--- src/sv/pbq_pkg.sv ---
package pbq_pkg;

  localparam int BAND_COUNT      = 64;
  localparam int BAND_W          = $clog2(BAND_COUNT);
  localparam int NUM_SLOTS       = 1024;
  localparam int SLOT_W          = $clog2(NUM_SLOTS);
  localparam int CNT_W           = $clog2(NUM_SLOTS + 1);
  localparam int LIMIT_W         = 10;
  localparam int CFG_IDX_W       = 1;
  localparam int FRAME_HDR_BYTES = 14;
  localparam int NET_HDR_BYTES   = 20;
  localparam int MIN_IP_LEN      = FRAME_HDR_BYTES + NET_HDR_BYTES;

  localparam logic [LIMIT_W-1:0] LIMIT_RESET = '1;

  typedef enum logic [1:0] {
    CMD_ENQ  = 2'd0,
    CMD_DEQ  = 2'd1,
    CMD_PEEK = 2'd2,
    CMD_NOP  = 2'd3
  } cmd_t;

  typedef enum logic [2:0] {
    ST_STORED   = 3'd0,
    ST_EVICTED  = 3'd1,
    ST_DROP_FUL = 3'd2,
    ST_DROP_ILL = 3'd3,
    ST_DEQUEUED = 3'd4,
    ST_PEEKED   = 3'd5,
    ST_EMPTY    = 3'd6,
    ST_DISABLED = 3'd7
  } status_t;

  localparam logic [CFG_IDX_W-1:0] CFG_QUEUE_LIMIT = 1'b0;
  localparam logic [CFG_IDX_W-1:0] CFG_DQ_DISABLE  = 1'b1;

  typedef struct packed {
    logic [1:0]  command;
    logic [15:0] packet_handle;
    logic [15:0] packet_length;
    logic [7:0]  tos_value;
  } in_item_t;

  typedef struct packed {
    logic [2:0]  status;
    logic [15:0] out_handle;
    logic [5:0]  out_band;
    logic [15:0] evicted_handle;
    logic [5:0]  evicted_band;
    logic [10:0] occupancy;
  } out_item_t;

  typedef struct packed {
    logic accept;
    logic decide;
    logic push_rd;
    logic push_wr;
    logic pop_rd;
    logic pop_sel;
    logic pop_wr;
    logic emit;
  } dp_cmd_t;

  typedef struct packed {
    logic clr_done;
    logic go_push;
    logic go_pop;
    logic evict;
    logic out_free;
  } dp_stat_t;

endpackage

--- src/sv/pbq_ctrl.sv ---
module pbq_ctrl (
  input  logic              clk,
  input  logic              rst_n,
  input  logic              in_valid,
  output logic              in_ready,
  input  pbq_pkg::dp_stat_t stat,
  output pbq_pkg::dp_cmd_t  cmd
);
  import pbq_pkg::*;

  typedef enum logic [7:0] {
    S_IDLE    = 8'b0000_0001,
    S_DECIDE  = 8'b0000_0010,
    S_PUSH_RD = 8'b0000_0100,
    S_PUSH_WR = 8'b0000_1000,
    S_POP_RD  = 8'b0001_0000,
    S_POP_SEL = 8'b0010_0000,
    S_POP_WR  = 8'b0100_0000,
    S_DONE    = 8'b1000_0000
  } state_t;

  state_t state_r, state_nxt;

  assign in_ready = (state_r == S_IDLE) && stat.clr_done;

  always_comb begin
    cmd         = '0;
    cmd.accept  = in_valid && in_ready;
    cmd.decide  = (state_r == S_DECIDE);
    cmd.push_rd = (state_r == S_PUSH_RD);
    cmd.push_wr = (state_r == S_PUSH_WR);
    cmd.pop_rd  = (state_r == S_POP_RD);
    cmd.pop_sel = (state_r == S_POP_SEL);
    cmd.pop_wr  = (state_r == S_POP_WR);
    cmd.emit    = (state_r == S_DONE) && stat.out_free;
  end

  always_comb begin
    state_nxt = state_r;
    case (state_r)
      S_IDLE: begin
        if (cmd.accept) state_nxt = S_DECIDE;
      end
      S_DECIDE: begin
        if (stat.go_push)     state_nxt = S_PUSH_RD;
        else if (stat.go_pop) state_nxt = S_POP_RD;
        else                  state_nxt = S_DONE;
      end
      S_PUSH_RD: state_nxt = S_PUSH_WR;
      S_PUSH_WR: begin
        state_nxt = stat.evict ? S_POP_RD : S_DONE;
      end
      S_POP_RD:  state_nxt = S_POP_SEL;
      S_POP_SEL: state_nxt = S_POP_WR;
      S_POP_WR:  state_nxt = S_DONE;
      S_DONE: begin
        if (stat.out_free) state_nxt = S_IDLE;
      end
      default:   state_nxt = S_IDLE;
    endcase
  end

  always_ff @(posedge clk) begin
    if (!rst_n) state_r <= S_IDLE;
    else        state_r <= state_nxt;
  end

  a_accept_decide: assert property (@(posedge clk) disable iff (!rst_n)
    cmd.accept |=> (state_r == S_DECIDE))
    else $error("accepted transaction did not reach decide");
  a_ready_cleared: assert property (@(posedge clk) disable iff (!rst_n)
    in_ready |-> stat.clr_done)
    else $error("ready during link clearing");
  a_push_pair: assert property (@(posedge clk) disable iff (!rst_n)
    cmd.push_rd |=> cmd.push_wr)
    else $error("push write did not follow push read");

endmodule

--- config.mk ---
export PLATFORM = sky130hd
export DESIGN_NAME = pbq_ctrl
export DESIGN_NICKNAME = d
export VERILOG_FILES = /design/src/sv/pbq_pkg.sv /design/src/sv/pbq_ctrl.sv
export SDC_FILE = /design/constraint.sdc
export NUM_CORES = 1
export LEC_CHECK = 0
export BUFFER_PORTS_ARGS = -buffer_cell sky130_fd_sc_hd__buf_2
export CORE_AREA = 3 3 40 42
export CTS_BUF_LIST = sky130_fd_sc_hd__clkbuf_8
export CTS_CLUSTER_DIAMETER = 40
export DETAILED_ROUTE_END_ITERATION = 12
export DIE_AREA = 0 0 43 45
export PLACE_DENSITY = 0.76
export REMOVE_ABC_BUFFERS = 1
export SYNTH_ARGS = -nofsm -noshare
export SYNTH_HDL_FRONTEND = slang
export SYNTH_SLANG_ARGS = --single-unit
--- constraint.sdc ---
create_clock -name clk -period 3.5 [get_ports clk]
set_input_delay 0.35 -clock clk [delete_from_list [all_inputs] [get_ports clk]]
set_output_delay 0.35 -clock clk [all_outputs]
set_load 0.02 [all_outputs]
==> results.ini, run 1 <==
[status]
status = completed

[synthesis]
synth_area_um2 = 550.5
synthTopCellsByArea = dfxtp_1 29%, nor2_1 6.8%, nor3_1 5.5%
postSynthCellCount = 70
ys_types = 31
synth_top_area_cell = dfxtp_1
avgSynthCellArea_um2 = 7.865
ys_top_cells_by_count = 10 x nor2_1, 8 x dfxtp_1, 6 x inv_1, 6 x nor3_1
synth.most_common_cell = nor2_1
ys_seq_elements = 8
synth-edff-count = 0
synthArstFlopShare_pct = 0
synth_seq_area_share_pct = 29.09
yosysWarningCount = 0
ys.flop_type = dfxtp_1
synth.top_cell.area_share_pct = 29.09

[power]
powerDensity_nw_per_um2 = 614.8
combPwrFrac_pct = 39.7
ir_worst_vdd_uv = 251.2
p_leak_nw = 0.3112
power_mw = 0.4069
seq_power_share_pct = 32.6
p_int_mw = 0.2470
clock_power_share_pct = 27.8
power_switching_mw = 0.1599
sw_frac_of_total_pct = 39.30

[die]
io_pins = 17
rows = 13
fp.coreArea_um2 = 1285
die_area_um2 = 1935
die_w_um = 43
start_util_pct = 42.84
die_y_um = 45

[worst_setup_path]
critPathMaxStageDelay_ns = 0.42
critical_path.max_fanout = 8
end_kind = output port
critical_path_class = flip-flop to output port
cp_num_buf_inv = 1
crit_chain = or3_4, or2_4, nor3_1, buf_2
crit_required_ns = 3.15
slowest_stage = or3_4
cp-start-kind = flip-flop
cp_top_family = simple AND/OR/NAND/NOR gates
crit_arrival_ns = 1.61

[finish]
drive_above_1_share_pct = 28.24
biggestRegsByFlops = state_r (8)
stdcell_area_um2 = 661.9
largest_register_ffs = 8
largest_register = state_r
area_growth_pct = 20.23
n_antenna_cell = 0
fin_nets = 95
utilization_pct = 51.51

[routing]
wire_per_inst_um = 12.66
firstDrtPassIters = 4
antenna_left = 0
drtIter0Drc = 20
wl_mm = 1.266
drc = 0
via_count = 561
vias_per_cell = 5.610

[timing]
fin_skew_ns = 0.004953
tightest_slew_ns = 0.4835
fin_crit_ns = 1.961
hold_viol = 0
max_slew_margin_pct = 67.42
max_freq_mhz = 509.9
slew_violations = 0
setup_viol = 0
tns_ns = 0
worst_slack_ns = 1.539
finalCritPeriodShare_pct = 56.03
rsz0062_at_grt = no

[global_routing]
grt_overflow = 0
grt_util_met1_pct = 18.69
busiest_layer = met2
grt_pass1_wl_mm = 2.125
met3_usage_pct = 3.586
grt_max_degree = 12
grt_pass1_vias = 481
antenna_found_initial = 0
gr-usage-all-layers_pct = 15.61
use_met2_pct = 23.05

[clock_network]
insertion_delay_ns = 0.23
ctsHoldBuffers = 0
root_buffer = clkbuf_8
ctsHtreeMaxLevel = 1
path_clk_slew_ns = 0.04
cts_setup_buffers = 0
numClockSinks = 8
cts_tree = yes
cts_buffers = 3
cts_resized = 0
cts_buffer_depth = 2

[placement]
gp_congestion = 0.7291
dpl_cell_area_um2 = 620.6
dpl.hpwl_um = 978.8
numPortBuffers = 16
place_ws_ns = 1.782

[min_path]
worstHoldPathType = input port to flip-flop

[job]
drv_cap = 0

==> routing by layer <==
layer | routed length (um) | share of wire [%] | vias up
met3 | 82 | 6.5 | 5
met4 | 54 | 4.3 | 0
met2 | 612 | 48 | 26
met5 | 0 | 0 | -
met1 | 517 | 41 | 250
li1 | - | - | 280
==> through the flow <==
stage | hold WS [ns] | std cells
6_report | 0.3804 | 100
5_1_grt | 0.4235 | 100
4_1_cts | 0.3846 | 100
3_5_place_dp | 0.5464 | 97
3_3_place_gp | 0.5559 | 97
2_1_floorplan | 0.4782 | 66
==> placed cells by master (no fill, tap or decap), types with 2 or more instances in the layout <==
cell	n
nand2_1	4
nand3_1	4
nor3_1	6
o21ai_0	2
dfxtp_1	8
nor2b_1	3
inv_1	6
and4b_1	2
nor2_1	10
clkbuf_8	3
nor4_1	3
buf_2	16
==> cell type report <==
class                   count  area, um^2
well taps                  15       18.77
repair buffers             16       80.08
clock buffers               3       41.29
multi-input cells          52       339.1
flip-flops and latches      8       160.2
fillers                   130       623.1
inverters                   6       22.52
==> cell families (layout without fill, tap and decap cells) <==
logic type,Yosys count,count (layout),synth area share [%]
multiplexers,1,1,1.818
AO/OA/AOI/OAI,10,10,14.78
XOR/XNOR,1,1,1.591
flip-flops,8,8,29.09
buffers and inverters,10,25,9.318
AND/OR/NAND/NOR,40,40,43.41
==> power groups by stage <==
stage                     combinational [mW]  clock [mW]  sequential (mW)
final                                  0.161       0.113            0.133
after global placement                 0.160           0            0.131
after CTS                              0.161       0.116            0.132
after floorplan                        0.126           0            0.127
after detailed placement               0.160           0            0.133
after global routing                   0.178       0.118            0.136
==> final timing paths <==
kind | slack [ns] | from | endpoint | depth (start not counted)
setup / recovery | 1.54 | state_r[7]$_SDFFE_PN0P_ | cmd[3] | 4
hold / removal | 0.38 | rst_n | state_r[4]$_SDFFE_PN0P_ | 2
setup reg to reg | 1.82 | state_r[1]$_SDFFE_PN0P_ | state_r[2]$_SDFFE_PN0P_ | 4
hold reg to reg | 0.54 | state_r[5]$_SDFFE_PN0P_ | state_r[6]$_SDFFE_PN0P_ | 2
Power figures use the tool's default switching activity.
==> run 2, diff against run 1 <==
--- a/config.mk
+++ b/config.mk
@@ -5,13 +5,14 @@
 export SDC_FILE = /design/constraint.sdc
 export NUM_CORES = 1
 export LEC_CHECK = 0
+export ABC_AREA = 1
 export BUFFER_PORTS_ARGS = -buffer_cell sky130_fd_sc_hd__buf_2
 export CORE_AREA = 3 3 40 42
 export CTS_BUF_LIST = sky130_fd_sc_hd__clkbuf_8
 export CTS_CLUSTER_DIAMETER = 40
 export DETAILED_ROUTE_END_ITERATION = 12
 export DIE_AREA = 0 0 43 45
-export PLACE_DENSITY = 0.76
+export PLACE_DENSITY = 0.78
 export REMOVE_ABC_BUFFERS = 1
 export SYNTH_ARGS = -nofsm -noshare
 export SYNTH_HDL_FRONTEND = slang
==> constraint.sdc (replaced) <==
create_clock -name clk -period 1.7 [get_ports clk]
set_input_delay 0.17 -clock clk [delete_from_list [all_inputs] [get_ports clk]]
set_output_delay 0.17 -clock clk [all_outputs]
set_load 0.02 [all_outputs]
==> run 2 against run 1 <==
Clock skew down 0.0043 ns. Sequential power up 47%. Die area unchanged. Via count up 3.2%. Largest power group is now the clock network. Critical path type unchanged. Total power up 26%. Global-route usage down 1.9 points. Setup slack worse by 1.3 ns.
==> results.ini, run 2 <==
[status]
status = completed  ; unchanged

[global_routing]
antenna_found_initial = 0  ; unchanged
grt_pass1_vias = 527  ; was 481
grt_max_degree = 6  ; was 12
grt_pass1_wl_mm = 1.938  ; was 2.125 mm
gr-usage-all-layers_pct = 13.75  ; was 15.61%
grt_overflow = 0  ; unchanged

[power]
power_mw = 0.5144  ; was 0.4069 mW
powerDensity_nw_per_um2 = 748.9  ; was 614.8 nW/um^2
p_leak_nw = 0.4343  ; was 0.3112 nW
ir_worst_vdd_uv = 476.5  ; was 251.2 uV

[clock_network]
cts_buffers = 3  ; unchanged
cts_resized = 0  ; unchanged
cts_tree = yes  ; unchanged
cts_setup_buffers = 0  ; unchanged
insertion_delay_ns = 0.23  ; about the same
ctsHtreeMaxLevel = 1  ; unchanged
numClockSinks = 8  ; unchanged
ctsHoldBuffers = 0  ; unchanged
path_clk_slew_ns = 0.04  ; about the same
root_buffer = clkbuf_8  ; unchanged
cts_buffer_depth = 2  ; unchanged

[finish]
largest_register = state_r  ; unchanged
biggestRegsByFlops = state_r (8)  ; unchanged
drive_above_1_share_pct = 28.95  ; was 28.24%
n_antenna_cell = 0  ; unchanged
mostFrequentLayoutCells = 27 x nand2_1, 22 x inv_1, 20 x nor2_1  ; was 16 x buf_2, 10 x nor2_1, 8 x dfxtp_1
largest_register_ffs = 8  ; unchanged
fillCellCount = 121  ; was 130
fin_nets = 124  ; was 95
area_growth_pct = 25.63  ; was 20.23%
final_cells = 129  ; was 100
layout_commonest_cell = nand2_1  ; was buf_2
stdcell_area_um2 = 686.9  ; was 661.9 um^2

[timing]
tightest_slew_ns = 0.1690  ; was 0.4835 ns
hold_viol = 0  ; unchanged
max_slew_margin_pct = 88.69  ; was 67.42%
fin_crit_ns = 1.440
tns_ns = 0  ; unchanged
fin_skew_ns = 0.0006385  ; was 0.004953 ns
rsz0062_at_grt = no  ; unchanged
max_freq_mhz = 694.3
setup_viol = 0  ; unchanged
finalCritPeriodShare_pct = 84.72
slew_violations = 0  ; unchanged

[worst_setup_path]
critical_path_class = flip-flop to output port  ; unchanged
crit_chain = nor2_1, nand2_1, nor2_4, nand3_2, inv_1, buf_2  ; was or3_4, or2_4, nor3_1, buf_2
critPathMaxStageDelay_ns = 0.31  ; was 0.42 ns
cp-start-kind = flip-flop  ; unchanged
crit_arrival_ns = 1.27  ; was 1.61 ns
critical_path.max_fanout = 4  ; was 8
slowest_stage = dfxtp_1  ; was or3_4
rr_endpoint = state_r[4]$_SDFFE_PN0P_  ; was state_r[2]$_SDFFE_PN0P_
crit_required_ns = 1.53  ; was 3.15 ns
end_kind = output port  ; unchanged
reg2reg_depth = 8  ; was 4
cp.depth = 6  ; was 4
cp_num_buf_inv = 2  ; was 1
r2r_slack_ns = 0.47  ; was 1.82 ns
crit_start = state_r[2]$_SDFFE_PN0P_  ; was state_r[7]$_SDFFE_PN0P_
crit_end = cmd[7]  ; was cmd[3]
rr_startpoint = state_r[2]$_SDFFE_PN0P_  ; was state_r[1]$_SDFFE_PN0P_
cp_top_family = simple AND/OR/NAND/NOR gates  ; unchanged

[synthesis]
synth_xor_area_share_pct = 0  ; was 1.591%
yosysWarningCount = 0  ; unchanged
avgSynthCellArea_um2 = 5.756  ; was 7.865 um^2
synth_area_um2 = 546.8  ; was 550.5 um^2
synth-edff-count = 0  ; unchanged
postSynthCellCount = 95  ; was 70
ys_types = 11  ; was 31
ys_top_cells_by_count = 27 x nand2_1, 22 x inv_1, 20 x nor2_1  ; was 10 x nor2_1, 8 x dfxtp_1, 6 x inv_1, 6 x nor3_1
synth_top_area_cell = dfxtp_1  ; unchanged
synth_top_family_by_area = simple AND/OR/NAND/NOR gates  ; unchanged
synth.top_cell.area_share_pct = 29.29  ; was 29.09%
synth.most_common_cell = nand2_1  ; was nor2_1
synthTopCellsByArea = dfxtp_1 29%, nand2_1 19%, inv_1 15%  ; was dfxtp_1 29%, nor2_1 6.8%, nor3_1 5.5%
ys_seq_elements = 8  ; unchanged
synthArstFlopShare_pct = 0  ; unchanged
synth_adder_area_share_pct = 0  ; unchanged
yosys.area_share.simple_pct = 53.78  ; was 43.41%
ys.flop_type = dfxtp_1  ; unchanged
synth_compound_area_share_pct = 1.144  ; was 14.77%
synth_seq_area_share_pct = 29.29  ; was 29.09%
muxShareOfSynthArea_pct = 0  ; was 1.818%

[routing]
wl_mm = 1.208  ; was 1.266 mm
vias_per_cell = 4.488  ; was 5.610
firstDrtPassIters = 4  ; unchanged
drc = 0  ; unchanged
wire_per_inst_um = 9.364  ; was 12.66 um
via_count = 579  ; was 561
drtIter0Drc = 11  ; was 20
antenna_left = 0  ; unchanged

[placement]
dpl_cell_area_um2 = 645.6  ; was 620.6 um^2
numPortBuffers = 16  ; unchanged
dp_cells = 126  ; was 97
gp_congestion = 0.8093  ; was 0.7291
dpl.hpwl_um = 961  ; was 978.8 um

[die]
die_area_um2 = 1935  ; unchanged
die_w_um = 43  ; unchanged
io_pins = 17  ; unchanged
fp.coreArea_um2 = 1285  ; unchanged
die_y_um = 45  ; unchanged
start_util_pct = 42.55  ; was 42.84%
rows = 13  ; unchanged

[min_path]
worstHoldPathType = input port to flip-flop  ; unchanged

[job]
drv_cap = 0  ; unchanged

[run 2: power by group]
| group | internal [mW] | leakage, nW | switching, mW |
|---|---|---|---|
| clock | 0.154 | 0.0216 | 0.0766 |
| combinational | 0.0303 | 0.348 | 0.0593 |
| sequential | 0.193 | 0.0648 | 0.00159 |
| total | 0.377 | 0.434 | 0.138 |
[run 2: worst min-delay path by stage]
stage,from,endpoint,slack (ns),cells after the start
floorplan,rst_n,state_r[0]$_SDFFE_PN1P_,0.26,1
global placement,stat[3],state_r[2]$_SDFFE_PN0P_,0.42,3
detailed placement,stat[3],state_r[2]$_SDFFE_PN0P_,0.42,3
CTS,stat[3],state_r[2]$_SDFFE_PN0P_,0.18,3
global route,rst_n,state_r[0]$_SDFFE_PN1P_,0.20,2
finish,stat[3],state_r[2]$_SDFFE_PN0P_,0.18,3
[run 2: logic make-up after synthesis]
group,count (synthesis)
simple gates,63
buf+inv,23
flops,8
compound gates,1
[run 2: final cells by class]
type	instances	area [um^2]	area share, %
inverters	23	86.33	12.57
flip-flops and latches	8	160.2	23.32
multi-input cells	64	300.3	43.72
clock buffers	3	41.29	6.011
repair buffers	16	80.08	11.66
well taps	15	18.77	2.732
[run 2: metrics by stage]
step / utilization (%) / hold WS (ns) / setup slack [ns]
final: 53.46 / 0.1817 / 0.2597
after global routing: 53.46 / 0.1991 / 0.1372
after CTS: 53.46 / 0.1832 / 0.2574
after detailed placement: 50.24 / 0.4223 / 0.5097
after global placement: 50.24 / 0.4196 / 0.5321
after floorplan: - / 0.2551 / 0.5699
[run 2: layer usage]
layer / part of all wire [%] / global-route usage (%) / wire (um) / vias to the layer above
li1: - / - / - / 309
met1: 43 / 14.49 / 516 / 245
met2: 48 / 24.25 / 578 / 20
met3: 5.9 / 2.390 / 71 / 5
met4: 3.5 / 10.84 / 42 / 0
met5: 0 / 0 / 0 / -
[run 2: worst reg2reg max path: stages, from the launching register on]
cell and delay [ns]:
dfxtp_1 0.31, nor2_1 0.13, nand2_1 0.10, nor2_4 0.14
nand3_2 0.12, nand2_2 0.12, nand3_2 0.10, nand2_2 0.08
nor2_2 0.03
